**src/ptbg_pkg.sv**
```systemverilog
// Package for the palette tint, blend and gamma block.
// Holds the word types, the shift count and the per-channel blend function.
// Used by every module of the block; depends on nothing.
package ptbg_pkg;

	localparam int NUM_SHIFTS = 4;
	localparam int NUM_REGS = 4;
	localparam int CFG_IDX_W = 8;
	localparam int GAMMA_DEPTH = 256;

	typedef enum logic {
		FUNC_BLEND = 1'b0,
		FUNC_GAMMA = 1'b1
	} func_t;

	typedef struct packed {
		func_t      func;
		logic [7:0] red;
		logic [7:0] green;
		logic [7:0] blue;
		logic [7:0] gamma_index;
		logic [7:0] gamma_value;
	} in_word_t;

	typedef struct packed {
		logic [7:0] out_red;
		logic [7:0] out_green;
		logic [7:0] out_blue;
	} out_word_t;

	typedef struct packed {
		logic     valid;
		in_word_t word;
	} stage_t;

	// c + floor(s * (t - c) / 256); the result stays between c and t.
	function automatic logic [7:0] blend_channel(input logic [7:0] c, input logic [7:0] t,
			input logic [7:0] s);
		logic signed [8:0]  diff;
		logic signed [17:0] prod;
		diff = $signed({1'b0, t}) - $signed({1'b0, c});
		prod = $signed({1'b0, s}) * diff;
		return c + prod[15:8];
	endfunction

endpackage

```
**src/ptbg_blend_stage.sv**
```systemverilog
// One colour shift of the cascade as a single pipeline stage.
// Depends on ptbg_pkg for the stage type and the blend function.
module ptbg_blend_stage (
	input  logic                 clk,
	input  logic                 arst_n,
	input  logic [31:0]          shift_word,
	input  ptbg_pkg::stage_t     prev,
	output logic                 prev_ready,
	output ptbg_pkg::stage_t     next,
	input  logic                 next_ready
);

	logic               valid_s1;
	ptbg_pkg::in_word_t word_s1;
	ptbg_pkg::in_word_t blended;
	logic [7:0]         strength;

	assign strength = shift_word[31:24];
	assign prev_ready = !valid_s1 || next_ready;

	always_comb begin
		blended = prev.word;
		blended.red = ptbg_pkg::blend_channel(prev.word.red, shift_word[23:16], strength);
		blended.green = ptbg_pkg::blend_channel(prev.word.green, shift_word[15:8], strength);
		blended.blue = ptbg_pkg::blend_channel(prev.word.blue, shift_word[7:0], strength);
	end

	always_ff @(posedge clk or negedge arst_n) begin
		if (!arst_n) begin
			valid_s1 <= 1'b0;
		end else if (prev_ready) begin
			valid_s1 <= prev.valid;
		end
	end

	always_ff @(posedge clk) begin
		if (prev_ready && prev.valid) begin
			word_s1 <= blended;
		end
	end

	assign next.valid = valid_s1;
	assign next.word = word_s1;

endmodule

```
**config.mk**
```make
export PLATFORM = sky130hd
export DESIGN_NAME = ptbg_blend_stage
export DESIGN_NICKNAME = d
export VERILOG_FILES = /design/src/ptbg_pkg.sv /design/src/ptbg_blend_stage.sv
export SDC_FILE = /design/constraint.sdc
export NUM_CORES = 1
export LEC_CHECK = 0
export BUFFER_PORTS_ARGS = -buffer_cell sky130_fd_sc_hd__buf_2
export CORE_MARGIN = 8
export CORE_UTILIZATION = 50
export DETAILED_ROUTE_END_ITERATION = 12
export PLACE_DENSITY = 0.73
export RECOVER_POWER = 100
export SLEW_MARGIN = 15
export SYNTH_ARGS = -nofsm -noshare
export SYNTH_HDL_FRONTEND = slang
export SYNTH_SLANG_ARGS = --single-unit
```
**constraint.sdc**
```tcl
create_clock -name clk -period 1.8 [get_ports clk]
set_input_delay 0.18 -clock clk [delete_from_list [all_inputs] [get_ports clk]]
set_output_delay 0.18 -clock clk [all_outputs]
set_load 0.05 [all_outputs]
```
==> results.json <==
{
  "result_of_the_run": "finished with violations",
  "violations": "negative setup slack",
  "design.die.area_mm2": 0.0239,
  "timing.critical_path.to_type": "register",
  "finalInstanceArea_mm2": 0.0131,
  "category_of_the_most_critical_setup_path": "input pin to register",
  "worst_hold_path_type": "input pin to register",
  "synthTopCellsByArea": "sky130_fd_sc_hd__fa_1 28%, sky130_fd_sc_hd__ha_1 22%, sky130_fd_sc_hd__edfxtp_1 13%, sky130_fd_sc_hd__inv_1 7.3%, sky130_fd_sc_hd__and2_1 6.8%",
  "worst_ep_arrival_time_ns": 6.69,
  "synthesis.area_per_instance_um2": 9.50,
  "ys_ff_latch": 42,
  "ys.flop_type": "sky130_fd_sc_hd__edfxtp_1",
  "dr_total_vias": 7932,
  "worst-endpoint-required_ns": 1.86,
  "cts_htree_levels": 2,
  "yosys.cell_types.count": 45,
  "cts_tree": "yes",
  "grt_usage": 0.201,
  "worst_path_max_delay_cell": "sky130_fd_sc_hd__fa_1",
  "synth_async_sr_flop_share": 0.0238,
  "boundaryPins": 120,
  "drc": 0,
  "firstDrtPassIters": 4,
  "most-common-layout-cells": "188 x sky130_fd_sc_hd__buf_4, 175 x sky130_fd_sc_hd__inv_1, 148 x sky130_fd_sc_hd__ha_1",
  "fin_nets": 1706,
  "final.min_clock_period_ns": 6.63,
  "areaGrowthSynthToFinish_pct": 36.3,
  "muxShareOfSynthArea": 0,
  "tns_ns": -99.23,
  "report.final.slew_viol_count": 0,
  "fmax_ghz": 0.151,
  "placement.cell_area_mm2": 0.0122,
  "yosys.area_share.xor_xnor": 0.0676,
  "antenna_violations_before_repair": 0,
  "combinational_family_with_the_most_area_after_synthesis": "adder cells",
  "grt_pass1_wl_um": 39400,
  "totalWireLength_um": 24000,
  "clk-insertion-delay-late_ns": 0.31,
  "floorplan.rows": 50,
  "synth_simple_gate_area_frac": 0.172,
  "maxSlewHeadroom": 0.387,
  "synthDominantAreaCellType": "sky130_fd_sc_hd__fa_1",
  "synth.yosys.warnings": 0,
  "initial_core_util": 0.511,
  "routabilityCongestion": 0.854,
  "tritoncts.num_buffers": 5,
  "num_antenna_cells": 0,
  "drt-vias-per-instance": 5.06,
  "dieHeight_um": 154,
  "grt_pass1_vias": 8647,
  "port_buffers": 119,
  "number_of_enable_flip_flop_cells_after_synthesis": 41,
  "final_cycle_share": 3.68,
  "ctsRootBufferMaster": "sky130_fd_sc_hd__clkbuf_16",
  "synth_nets": 1384,
  "initialDrtViolationCount": 235,
  "detail_route.wl_per_cell_um": 15.3,
  "synth.yosys.seq_area_share": 0.131,
  "clk_path_buf_depth": 2,
  "gr-total-overflow": 0,
  "worst-path-max-fanout": 3,
  "final_hold_viol_count": 0,
  "synthesis.instances": 1010,
  "numClockSinks": 42,
  "core_area_mm2": 0.0188,
  "rsz0062_at_grt": "yes",
  "grt_start_max_net_pins": 30,
  "yosys.area_share.adder": 0.491,
  "number_of_failing_setup_endpoints_in_the_final_timing_report": 53,
  "synth_compound_area_frac": 0.0581,
  "critPathMaxStageDelay_ns": 0.52,
  "final_core_utilization": 0.696,
  "antenna_left": 0,
  "worst_path_most_repeated_cell": "sky130_fd_sc_hd__fa_1",
  "worst_slack_ns": -4.83,
  "synth_top_area_frac": 0.276,
  "drive_above_1_share": 0.326,
  "clock_skew_ns": 0.0118,
  "dp.final_hpwl_um": 19200,
  "max_cap_violations": 0,
  "die-width_um": 154,
  "mappedNetlistArea_mm2": 0.00959,
  "clkTransAtPathRegs_ns": 0.08,
  "layout_commonest_cell": "sky130_fd_sc_hd__buf_4",
  "worst_tran_pin_value_ns": 0.919,
  "start_kind": "input pin"
}
-- final timing paths --
| path | from | end | slack (ns) | cells past startpoint |
|---|---|---|---|---|
| worst max-delay path | shift_word[0] | next[23] | -4.83 | 31 |
| worst min-delay path | prev[10] | next[10] | 0.04 | 1 |
| worst max register to register | valid_s1 | next[18] | -0.05 | 3 |
| worst min register to register | valid_s1 | valid_s1 | 0.54 | 2 |
| max in group asynchronous | arst_n | valid_s1 | 1.53 | 2 |
| min in group asynchronous | arst_n | valid_s1 | 0.19 | 2 |
-- layer usage --
metal  global-route usage  routed length, µm  vias to the layer above
met2                0.375              12600                      152
met1                0.237               9860                     3910
met5                    0                  0                        -
met3               0.0262               1030                       39
met4               0.0569                507                        0
li1                     -                  -                     3831
-- cell type report --
class / instances / area (µm²)
sequential: 42 / 1260
timing repair buffer: 333 / 2330
inverter: 186 / 736
clock buffer: 6 / 129
multi-input combinational: 764 / 8310
tap: 234 / 293
clock inverter: 2 / 13.8
fill: 1395 / 5700
-- synth_stat cells, types with 2 or more instances --
cell type                  instances
sky130_fd_sc_hd__nor3_1           10
sky130_fd_sc_hd__nand3_1           4
sky130_fd_sc_hd__o21ai_0          22
sky130_fd_sc_hd__fa_1            132
sky130_fd_sc_hd__o31ai_1           3
sky130_fd_sc_hd__a21boi_0          3
sky130_fd_sc_hd__or2_2             4
sky130_fd_sc_hd__o21bai_1          4
sky130_fd_sc_hd__xor2_1           17
sky130_fd_sc_hd__clkbuf_1         17
sky130_fd_sc_hd__a21oi_2           2
sky130_fd_sc_hd__nor2b_1          19
sky130_fd_sc_hd__xnor2_1          57
sky130_fd_sc_hd__edfxtp_1         41
sky130_fd_sc_hd__nand2b_1         40
sky130_fd_sc_hd__o21a_1            4
sky130_fd_sc_hd__and2_1          104
sky130_fd_sc_hd__nand2_1          57
sky130_fd_sc_hd__a21o_1           10
sky130_fd_sc_hd__inv_1           186
sky130_fd_sc_hd__nand4b_1          2
sky130_fd_sc_hd__a21oi_1          26
sky130_fd_sc_hd__ha_1            165
sky130_fd_sc_hd__o41a_1            3
sky130_fd_sc_hd__or3_1             6
sky130_fd_sc_hd__nor2_1           53
-- timing repair --
item | CTS | global route
hold buffers | 1 | 0
gates cloned | 0 | 0
resized for setup | 95 | 60
endpoints found under the hold margin | 1 | 0
setup endpoints to repair | 24 | 24
pin swaps | 40 | 32
buffers inserted | 15 | 7
-- cells by family after synthesis --
logic type,Yosys count
compound gates,86
simple gates,307
buf+inv,204
flops,42
xor+xnor,74
fa+ha+maj,297
-- critical path: cells and delay by family --
kind / cells / cell delay, ns
compound gates: 4 / 0.80
buf+inv: 6 / 0.41
simple gates: 8 / 1.18
fa+ha+maj: 9 / 3.49
xor+xnor: 4 / 0.65
-- stage by stage --
step / hold WS, ns / std cells / setup WS [ns]
3_3_place_gp: -0.0459 / 1544 / -5.12
2_1_floorplan: -0.116 / 1010 / -4.75
3_5_place_dp: -0.0449 / 1544 / -5.26
4_1_cts: 0.0311 / 1564 / -4.79
5_1_grt: 0.0432 / 1567 / -5.09
6_report: 0.0409 / 1567 / -4.83
-- flip-flops by register name (all words and copies together), names as in the netlist --
signal,cells
valid_s1,1
next,41
Power is left out: the tool's default activity adds up to more than one toggle a clock period on the data nets, which glitch-free logic cannot reach.
